--- config.mk ---
export PLATFORM = sky130hd
export DESIGN_NAME = midpoint_ellipse_rasterizer
export DESIGN_NICKNAME = d
export VERILOG_FILES = /design/src/hw/rtl/mer_pkg.sv /design/src/hw/rtl/midpoint_ellipse_rasterizer.sv
export SDC_FILE = /design/constraint.sdc
export NUM_CORES = 2
export LEC_CHECK = 0
export BUFFER_PORTS_ARGS = -buffer_cell sky130_fd_sc_hd__buf_2
export CORE_ASPECT_RATIO = 0.9
export CORE_UTILIZATION = 50
export CTS_BUF_LIST = sky130_fd_sc_hd__clkbuf_16
export CTS_CLUSTER_DIAMETER = 150
export DETAILED_ROUTE_END_ITERATION = 10
export GPL_ROUTABILITY_DRIVEN = 0
export HOLD_SLACK_MARGIN = 0.1
export PLACE_DENSITY = 0.66
export SLEW_MARGIN = 20
export SYNTH_ARGS = -nofsm -noshare
export SYNTH_HDL_FRONTEND = slang
export SYNTH_SLANG_ARGS = --single-unit
--- constraint.sdc ---
create_clock -name aclk -period 11.6 [get_ports aclk]
set_input_delay 1.16 -clock aclk [delete_from_list [all_inputs] [get_ports aclk]]
set_output_delay 1.16 -clock aclk [all_outputs]
set_load 0.02 [all_outputs]
--- src/hw/rtl/mer_pkg.sv ---
`timescale 1ns / 1ps
// ----------------------------------------------------------------------------
// mer_pkg - shared definitions for the midpoint ellipse rasterizer
// Defaults, register map and sequencer states.
// ----------------------------------------------------------------------------
package mer_pkg;

    localparam int COORD_BITS_DEF = 11;
    localparam int COLOR_W        = 16;
    localparam int APB_DATA_W     = 32;
    localparam int PADDR_W        = 4;
    localparam int REG_IDX_W      = 2;

    typedef logic [REG_IDX_W-1:0] reg_idx_t;

    localparam reg_idx_t REG_AXIS_X = 2'd0;
    localparam reg_idx_t REG_AXIS_Y = 2'd1;
    localparam reg_idx_t REG_COLOR  = 2'd2;

    typedef enum logic [4:0] {
        ST_IDLE,
        ST_SQ_A,
        ST_SQ_B,
        ST_D0,
        ST_D0_FIN,
        ST_T1,
        ST_T2,
        ST_T3,
        ST_R1_A,
        ST_R1_B,
        ST_R1_C,
        ST_SW_A,
        ST_SW_B,
        ST_SW_C,
        ST_SW_D,
        ST_SW_E,
        ST_SW_F,
        ST_R2_A,
        ST_R2_B,
        ST_R2_C,
        ST_EMIT
    } mer_state_t;

endpackage

--- src/hw/rtl/midpoint_ellipse_rasterizer.sv ---
`timescale 1ns / 1ps
// ----------------------------------------------------------------------------
// midpoint_ellipse_rasterizer - first-quadrant midpoint ellipse point walker
// One shared multiplier under a small sequencer steps the midpoint decision.
// ----------------------------------------------------------------------------
// Usage:
//   Program axis_x, axis_y and color over the APB port (byte addresses 0, 4
//   and 8) while the block is idle. Each transfer on the s_ channel is one
//   tick: s_restart high starts a new ellipse and yields the point
//   (0, axis_y); s_restart low yields the next point of the quadrant. The
//   point with y = 0 carries m_last; ticks after it (or before any restart)
//   are taken and yield nothing.
//   Each tick is worked through a single multiplier, one product a cycle, so
//   s_ready is high only between ticks. A restart squares both axes and
//   seeds the decision; a region-1 point tests the region, then steps; the
//   point that crosses into region 2 also reseeds the decision; a region-2
//   point steps; an idle tick does no work. Each point ends in the emit step.
//   Results sit in an output register; a new tick is taken while a result
//   still waits, and the sequencer holds in its emit step until m_ready
//   frees the register. Reset (aresetn low, synchronous) clears the
//   registers, the sequencer and the output valid; no ellipse is active.
// ----------------------------------------------------------------------------
module midpoint_ellipse_rasterizer #(
    parameter int COORD_BITS = mer_pkg::COORD_BITS_DEF
) (
    input  logic                                aclk,
    input  logic                                aresetn,
    // configuration
    input  logic                                psel,
    input  logic                                penable,
    input  logic                                pwrite,
    input  logic [mer_pkg::PADDR_W-1:0]         paddr,
    input  logic [mer_pkg::APB_DATA_W-1:0]      pwdata,
    output logic [mer_pkg::APB_DATA_W-1:0]      prdata,
    output logic                                pready,
    // tick channel
    input  logic                                s_valid,
    output logic                                s_ready,
    input  logic                                s_restart,
    // point channel
    output logic                                m_valid,
    input  logic                                m_ready,
    output logic [COORD_BITS-1:0]               m_x_coord,
    output logic [COORD_BITS-1:0]               m_y_coord,
    output logic [mer_pkg::COLOR_W-1:0]         m_point_value,
    output logic                                m_last
);

    localparam int SQ_W   = 2 * COORD_BITS;
    localparam int OP_W   = 2 * COORD_BITS + 2;
    localparam int PROD_W = 2 * OP_W;
    localparam int DEC_W  = 4 * COORD_BITS + 6;

    // configuration registers
    logic [COORD_BITS-1:0]       axis_x_reg;
    logic [COORD_BITS-1:0]       axis_y_reg;
    logic [mer_pkg::COLOR_W-1:0] color_reg;
    mer_pkg::reg_idx_t           reg_idx;
    logic                        cfg_wr;

    // walker state
    mer_pkg::mer_state_t state_reg, state_next;
    logic [COORD_BITS-1:0] x_reg, x_next;
    logic [COORD_BITS-1:0] y_reg, y_next;
    logic [DEC_W-1:0]      dec_reg, dec_next;
    logic [DEC_W-1:0]      hold_reg, hold_next;
    logic [SQ_W-1:0]       a2_reg, a2_next;
    logic [SQ_W-1:0]       b2_reg, b2_next;
    logic                  r2_reg, r2_next;
    logic                  active_reg, active_next;

    // shared multiplier
    logic [OP_W-1:0]       mul_a, mul_b;
    logic [PROD_W-1:0]     prod_reg, prod_next;

    // output register
    logic                        m_valid_reg, m_valid_next;
    logic [COORD_BITS-1:0]       m_x_reg, m_x_next;
    logic [COORD_BITS-1:0]       m_y_reg, m_y_next;
    logic [mer_pkg::COLOR_W-1:0] m_val_reg, m_val_next;
    logic                        m_last_reg, m_last_next;

    logic                  in_xfer;
    logic                  out_load;
    logic                  dec_neg;
    logic [DEC_W-1:0]      prod_ext;
    logic [DEC_W-1:0]      a2_ext;
    logic [DEC_W-1:0]      b2_ext;

    // ------------------------------------------------------------------
    // APB register file: always ready, write in the access phase
    // ------------------------------------------------------------------
    assign pready  = 1'b1;
    assign reg_idx = paddr[mer_pkg::PADDR_W-1:2];
    assign cfg_wr  = psel && penable && pwrite && pready;

    always_ff @(posedge aclk) begin
        if (!aresetn) begin
            axis_x_reg <= '0;
            axis_y_reg <= '0;
            color_reg  <= '0;
        end else if (cfg_wr) begin
            unique case (reg_idx)
                mer_pkg::REG_AXIS_X: axis_x_reg <= pwdata[COORD_BITS-1:0];
                mer_pkg::REG_AXIS_Y: axis_y_reg <= pwdata[COORD_BITS-1:0];
                mer_pkg::REG_COLOR:  color_reg  <= pwdata[mer_pkg::COLOR_W-1:0];
                default: ;  // unmapped address: drop the write
            endcase
        end
    end

    always_comb begin
        unique case (reg_idx)
            mer_pkg::REG_AXIS_X: prdata = mer_pkg::APB_DATA_W'(axis_x_reg);
            mer_pkg::REG_AXIS_Y: prdata = mer_pkg::APB_DATA_W'(axis_y_reg);
            mer_pkg::REG_COLOR:  prdata = mer_pkg::APB_DATA_W'(color_reg);
            default:             prdata = '0;
        endcase
    end

    // ------------------------------------------------------------------
    // Handshake and shared signals
    // ------------------------------------------------------------------
    assign s_ready  = (state_reg == mer_pkg::ST_IDLE);
    assign in_xfer  = s_valid && s_ready;
    assign out_load = !m_valid_reg || m_ready;

    // decision kept four times scaled, two's complement; sign is the MSB
    assign dec_neg  = dec_reg[DEC_W-1];
    assign prod_ext = DEC_W'(prod_reg);
    assign a2_ext   = DEC_W'(a2_reg);
    assign b2_ext   = DEC_W'(b2_reg);

    // one product a cycle, registered before any use
    assign prod_next = PROD_W'(mul_a) * PROD_W'(mul_b);

    // ------------------------------------------------------------------
    // Sequencer: operand selection, state update and point capture
    // ------------------------------------------------------------------
    always_comb begin
        state_next   = state_reg;
        x_next       = x_reg;
        y_next       = y_reg;
        dec_next     = dec_reg;
        hold_next    = hold_reg;
        a2_next      = a2_reg;
        b2_next      = b2_reg;
        r2_next      = r2_reg;
        active_next  = active_reg;
        mul_a        = '0;
        mul_b        = '0;
        m_valid_next = m_valid_reg && !m_ready;
        m_x_next     = m_x_reg;
        m_y_next     = m_y_reg;
        m_val_next   = m_val_reg;
        m_last_next  = m_last_reg;

        unique case (state_reg)
            mer_pkg::ST_IDLE: begin
                if (in_xfer) begin
                    priority if (s_restart) begin
                        state_next = mer_pkg::ST_SQ_A;
                    end else if (active_reg && r2_reg) begin
                        state_next = mer_pkg::ST_R2_A;
                    end else if (active_reg) begin
                        state_next = mer_pkg::ST_T1;
                    end else begin
                        state_next = mer_pkg::ST_IDLE;  // no ellipse: drop the tick
                    end
                end
            end
            // restart: latch squares, seed the region-1 decision
            mer_pkg::ST_SQ_A: begin
                mul_a      = OP_W'(axis_x_reg);
                mul_b      = OP_W'(axis_x_reg);
                state_next = mer_pkg::ST_SQ_B;
            end
            mer_pkg::ST_SQ_B: begin
                a2_next    = prod_reg[SQ_W-1:0];
                mul_a      = OP_W'(axis_y_reg);
                mul_b      = OP_W'(axis_y_reg);
                state_next = mer_pkg::ST_D0;
            end
            mer_pkg::ST_D0: begin
                b2_next    = prod_reg[SQ_W-1:0];
                mul_a      = OP_W'(a2_reg);
                mul_b      = OP_W'(axis_y_reg);
                state_next = mer_pkg::ST_D0_FIN;
            end
            mer_pkg::ST_D0_FIN: begin
                dec_next    = (b2_ext << 2) - (prod_ext << 2) + a2_ext;
                x_next      = '0;
                y_next      = axis_y_reg;
                r2_next     = 1'b0;
                active_next = 1'b1;
                state_next  = mer_pkg::ST_EMIT;
            end
            // region-1 test: a^2 (2y-1) > 2 b^2 (x+1)
            mer_pkg::ST_T1: begin
                mul_a      = OP_W'(a2_reg);
                mul_b      = OP_W'({y_reg, 1'b0}) - OP_W'(1);
                state_next = mer_pkg::ST_T2;
            end
            mer_pkg::ST_T2: begin
                hold_next  = prod_ext;
                mul_a      = OP_W'(b2_reg);
                mul_b      = OP_W'(x_reg) + OP_W'(1);
                state_next = mer_pkg::ST_T3;
            end
            mer_pkg::ST_T3: begin
                state_next = (hold_reg > (prod_ext << 1)) ? mer_pkg::ST_R1_A
                                                           : mer_pkg::ST_SW_A;
            end
            // region-1 step
            mer_pkg::ST_R1_A: begin
                mul_a      = OP_W'(b2_reg);
                mul_b      = OP_W'({x_reg, 1'b0}) + OP_W'(3);
                state_next = mer_pkg::ST_R1_B;
            end
            mer_pkg::ST_R1_B: begin
                if (dec_neg) begin
                    dec_next   = dec_reg + (prod_ext << 2);
                    x_next     = x_reg + COORD_BITS'(1);
                    state_next = mer_pkg::ST_EMIT;
                end else begin
                    hold_next  = prod_ext << 2;
                    mul_a      = OP_W'(a2_reg);
                    mul_b      = OP_W'(y_reg);
                    state_next = mer_pkg::ST_R1_C;
                end
            end
            mer_pkg::ST_R1_C: begin
                dec_next   = dec_reg + hold_reg + (a2_ext << 3) - (prod_ext << 3);
                x_next     = x_reg + COORD_BITS'(1);
                y_next     = y_reg - COORD_BITS'(1);
                state_next = mer_pkg::ST_EMIT;
            end
            // region change: b^2 (2x+1)^2 + 4a^2 (y-1)^2 - 4a^2 b^2
            mer_pkg::ST_SW_A: begin
                mul_a      = OP_W'({x_reg, 1'b1});
                mul_b      = OP_W'({x_reg, 1'b1});
                state_next = mer_pkg::ST_SW_B;
            end
            mer_pkg::ST_SW_B: begin
                mul_a      = OP_W'(b2_reg);
                mul_b      = prod_reg[OP_W-1:0];
                state_next = mer_pkg::ST_SW_C;
            end
            mer_pkg::ST_SW_C: begin
                hold_next  = prod_ext;
                mul_a      = OP_W'(y_reg) - OP_W'(1);
                mul_b      = OP_W'(y_reg) - OP_W'(1);
                state_next = mer_pkg::ST_SW_D;
            end
            mer_pkg::ST_SW_D: begin
                mul_a      = OP_W'(a2_reg);
                mul_b      = prod_reg[OP_W-1:0];
                state_next = mer_pkg::ST_SW_E;
            end
            mer_pkg::ST_SW_E: begin
                hold_next  = hold_reg + (prod_ext << 2);
                mul_a      = OP_W'(a2_reg);
                mul_b      = OP_W'(b2_reg);
                state_next = mer_pkg::ST_SW_F;
            end
            mer_pkg::ST_SW_F: begin
                dec_next   = hold_reg - (prod_ext << 2);
                r2_next    = 1'b1;
                state_next = mer_pkg::ST_R2_A;
            end
            // region-2 step
            mer_pkg::ST_R2_A: begin
                mul_a      = OP_W'(a2_reg);
                mul_b      = OP_W'(y_reg);
                state_next = mer_pkg::ST_R2_B;
            end
            mer_pkg::ST_R2_B: begin
                if (dec_neg) begin
                    hold_next  = (a2_ext << 3) + (a2_ext << 2) - (prod_ext << 3);
                    mul_a      = OP_W'(b2_reg);
                    mul_b      = OP_W'(x_reg) + OP_W'(1);
                    state_next = mer_pkg::ST_R2_C;
                end else begin
                    dec_next   = dec_reg + (a2_ext << 3) + (a2_ext << 2)
                                 - (prod_ext << 3);
                    y_next     = y_reg - COORD_BITS'(1);
                    state_next = mer_pkg::ST_EMIT;
                end
            end
            mer_pkg::ST_R2_C: begin
                dec_next   = dec_reg + hold_reg + (prod_ext << 3);
                x_next     = x_reg + COORD_BITS'(1);
                y_next     = y_reg - COORD_BITS'(1);
                state_next = mer_pkg::ST_EMIT;
            end
            // hold here until the output register is free
            mer_pkg::ST_EMIT: begin
                if (out_load) begin
                    m_valid_next = 1'b1;
                    m_x_next     = x_reg;
                    m_y_next     = y_reg;
                    m_val_next   = color_reg;
                    m_last_next  = (y_reg == '0);
                    if (y_reg == '0) begin
                        active_next = 1'b0;
                    end
                    state_next   = mer_pkg::ST_IDLE;
                end
            end
            default: begin
                state_next = mer_pkg::ST_IDLE;
            end
        endcase
    end

    always_ff @(posedge aclk) begin
        if (!aresetn) begin
            state_reg   <= mer_pkg::ST_IDLE;
            active_reg  <= 1'b0;
            r2_reg      <= 1'b0;
            m_valid_reg <= 1'b0;
            x_reg       <= '0;
            y_reg       <= '0;
            dec_reg     <= '0;
        end else begin
            state_reg   <= state_next;
            active_reg  <= active_next;
            r2_reg      <= r2_next;
            m_valid_reg <= m_valid_next;
            x_reg       <= x_next;
            y_reg       <= y_next;
            dec_reg     <= dec_next;
        end
    end

    always_ff @(posedge aclk) begin
        prod_reg   <= prod_next;
        hold_reg   <= hold_next;
        a2_reg     <= a2_next;
        b2_reg     <= b2_next;
        m_x_reg    <= m_x_next;
        m_y_reg    <= m_y_next;
        m_val_reg  <= m_val_next;
        m_last_reg <= m_last_next;
    end

    assign m_valid       = m_valid_reg;
    assign m_x_coord     = m_x_reg;
    assign m_y_coord     = m_y_reg;
    assign m_point_value = m_val_reg;
    assign m_last        = m_last_reg;

    // ------------------------------------------------------------------
    // Assertions
    // ------------------------------------------------------------------
    a_restart_latency: assert property (@(posedge aclk) disable iff (!aresetn)
        in_xfer && s_restart |=> ##4 (state_reg == mer_pkg::ST_EMIT))
        else $error("restart did not reach the emit step in five cycles");

    a_idle_tick_quiet: assert property (@(posedge aclk) disable iff (!aresetn)
        in_xfer && !s_restart && !active_reg |=> (state_reg == mer_pkg::ST_IDLE))
        else $error("tick without an active ellipse started work");

    a_emit_waits: assert property (@(posedge aclk) disable iff (!aresetn)
        (state_reg == mer_pkg::ST_EMIT) && m_valid_reg && !m_ready
        |=> (state_reg == mer_pkg::ST_EMIT))
        else $error("emit step left while the output register was occupied");

    a_last_ends: assert property (@(posedge aclk) disable iff (!aresetn)
        (state_reg == mer_pkg::ST_EMIT) && out_load && (y_reg == '0)
        |=> !active_reg && m_valid_reg && m_last_reg)
        else $error("last point did not close the ellipse");

endmodule

==> results.ini <==
[yosys]
post_synth_xor_area_fraction_pct = 6.53
synth_area_leaders = sky130_fd_sc_hd__fa_1, sky130_fd_sc_hd__ha_1, sky130_fd_sc_hd__edfxtp_1, sky130_fd_sc_hd__inv_1, sky130_fd_sc_hd__dfxtp_1
postSynthAreaPerCell_sq_um = 8.10
synthesized_area_fraction_occupied_by_ao_oa_aoi_and_oai_cells_pct = 21.5
mux_share_of_post_synthesis_cell_area_pct = 0.755
synthesis.area_sq_mm = 0.0587
synth_edf_count = 133
fraction_of_the_mapped_netlist_area_in_adder_cells_pct = 34.8
syn-instance-count = 7243
synth-seq-cells = 299
sequential_element_share_of_the_synthesized_area_pct = 12.5
synth_cell_types = 96
yosys_warnings = 0
synth_top_flop_cell = sky130_fd_sc_hd__dfxtp_1
synthArstFlopShare_pct = 0
largest_family_of_logic_cells_by_synthesized_area = adder cells
synth_top_area_share_pct = 20.2
synth_simple_gate_area_share_pct = 15.3
synthDominantAreaCellType = sky130_fd_sc_hd__fa_1

[clocking]
htreeDepth = 2
cts_buffer_depth = 3
tritoncts.num_buffers = 40
clk_pin_slew_worst_paths_ns = 0.07
cts_num_sinks = 299
cts.repair_timing.setup_buffer_count = 0
clk_latency_ns = 0.65
cts_tree = yes
cts_root_buf = sky130_fd_sc_hd__clkbuf_16

[layout]
finalNetCount = 8496
final_layout_size_suffix_gt1_share_pct = 5.38
layout-area-overhead-vs-synth_pct = 6.12

[die]
io_pins = 118
floorplan.die.height_um = 327
initial_core_util_pct = 50.7
die-area_sq_mm = 0.119
placement_rows = 118
placeableCoreArea_sq_mm = 0.116
die-width_um = 363

[grt]
overflow = 0
grt_max_degree = 67
initial_antenna_violation_count = 5
grt.total_usage_pct = 37.1
number_of_global_route_vias_before_repair = 53500
grt_pass1_wl_mm = 333

[timing]
worst_clock_skew_ns = 0.0297
timing.final.crit_period_ns = 11.12
totalNegativeSetupSlack_ns = 0
clock.fmax_ghz = 0.0899
finalHoldViolations = 0
slew_viol_final = 0
worst_case_setup_margin_in_the_final_layout_ns = 0.482
setup_viol = 0
finalCritPeriodShare_pct = 95.8
rsz_0062_raised_after_global_routing = no
slew-limit-headroom_pct = 19.0
max_slew.worst_pin.slew_ns = 1.20

[setup_path]
required_ns = 12.14
critical_path_arrival_ns = 11.66
cpMaxStageDelayCell = sky130_fd_sc_hd__a221o_1
critPathMaxStageDelay_ns = 0.87
timing.reg2reg.worst_path_depth = 32
critPathCaptureType = flip-flop
worstSetupPathType = flip-flop to flip-flop
start_kind = flip-flop
reg2reg_setup_slack_ns = 0.48
path_max_fanout = 26

[hold_path]
min-delay-path-class = flip-flop to flip-flop
hold-path-cell-count = 0

[routing]
detail_route.wirelength_mm = 223
routedWlPerCell_um = 25.4
1st_pass_router_iterations = 7
initialDrtViolationCount = 8021
drtAntennaViolNets = 0
vias = 56400
drt_drc_violations_left = 0
routed_via_density = 6.43

[placed_design]
preCtsSetupSlack_ns = 0.806
place_hpwl_mm = 178
port_buffers = 82

[pwr]
vdd_ir_drop_max_mv = 0.165
p_leak_nw = 28.8
cellPowerDensity_mw_per_mm2 = 175
finalPower_mw = 10.9

[job]
max-cap-violations = 0

[outcome]
run_status = finished, final reports clean

critical path: cells and delay by family (launching register included):
family,cells,cell delay [ns]
compound gates,9,3.12
simple gates,7,2.13
xor+xnor,1,0.13
fa+ha+maj,8,3.94
buf+inv,7,1.07
flops,1,0.60
layout by cell type (no fill, tap or decap), drive strengths merged, types with 46 or more instances in the layout:
cell,count
a211oi,84
inv,996
nand3,133
ha,681
fa,593
o221ai,46
and2,85
nand2,759
dfxtp,166
a21oi,531
nand4,70
o21bai,72
a221oi,78
nor2b,56
nor3,89
a21o,210
nor2,481
a222oi,47
xnor2,302
nand2b,62
edfxtp,133
xor2,133
a31oi,90
buf,223
o21ai,355
cell families (layout without fill, tap and decap cells):
logic type,after synthesis,count (layout)
flops,299,299
simple gates,1953,1953
mux,44,44
fa+ha+maj,1274,1274
buf+inv,1333,1284
other cells,2,23
compound gates,1902,1902
xor+xnor,436,436
layout make-up:
cell class,instances,area (sq um)
Antenna cell,6,15.0
Clock buffer,41,1030
Clock inverter,32,268
Fill cell,11100,53500
Inverter,988,3710
Multi-Input combinational cell,5626,46500
Sequential cell,299,7320
Tap cell,1560,1950
Timing Repair Buffer,223,1480
stage by stage:
step                area (sq um)  cells  hold slack [ns]  util [%]
floorplan                  58700   7258            0.422         -
global placement           60900   8695            0.430      52.6
detailed placement         60900   8695            0.438      52.6
CTS                        62200   8768            0.452      53.7
global route               62200   8770            0.474      53.8
finish                     62300   8775            0.455      53.8
metal layers:
layer / part of all wire (%) / vias to the layer above / track usage [%]
met2: 40 / 3645 / 51.8
met3: 15 / 586 / 12.9
met5: 0.017 / - / 0
met1: 40 / 27300 / 51.5
li1: - / 24800 / -
met4: 5.0 / 6 / 15.6
where the power goes:
group	switching (mW)	total [mW]	internal, mW
clock network	0.606	1.29	0.682
logic	5.31	8.30	2.99
registers	0.165	1.34	1.18
total	6.08	10.9	4.84
synth_stat cells (all sizes together) (46+ instances only):
cell type and number:
a211oi 84, a21o 210, a21oi 531, a221oi 78, a222oi 47, a31oi 90
and2 85, clkbuf 306, dfxtp 166, edfxtp 133, fa 593, ha 681
inv 984, nand2 759, nand2b 62, nand3 133, nand4 70, nor2 481
nor2b 56, nor3 89, o21ai 355, o21bai 72, o221ai 46, xnor2 302
xor2 133
final timing paths:
kind | start | to
worst min-delay path | color_reg[11]$_SDFFE_PN0P_ | m_point_value[11]$_DFFE_PP_
worst min register to register | color_reg[11]$_SDFFE_PN0P_ | m_point_value[11]$_DFFE_PP_
worst max register to register | state_reg[1]$_SDFFE_PN0P_ | prod_reg[47]$_DFF_P_
worst max-delay path | state_reg[1]$_SDFFE_PN0P_ | prod_reg[47]$_DFF_P_
what timing repair did:
action | CTS | global route
endpoints found under the setup margin | 0 | 1
hold buffers | 0 | 0
gates resized for setup | 0 | 1
(Power assumes the default switching activity.)
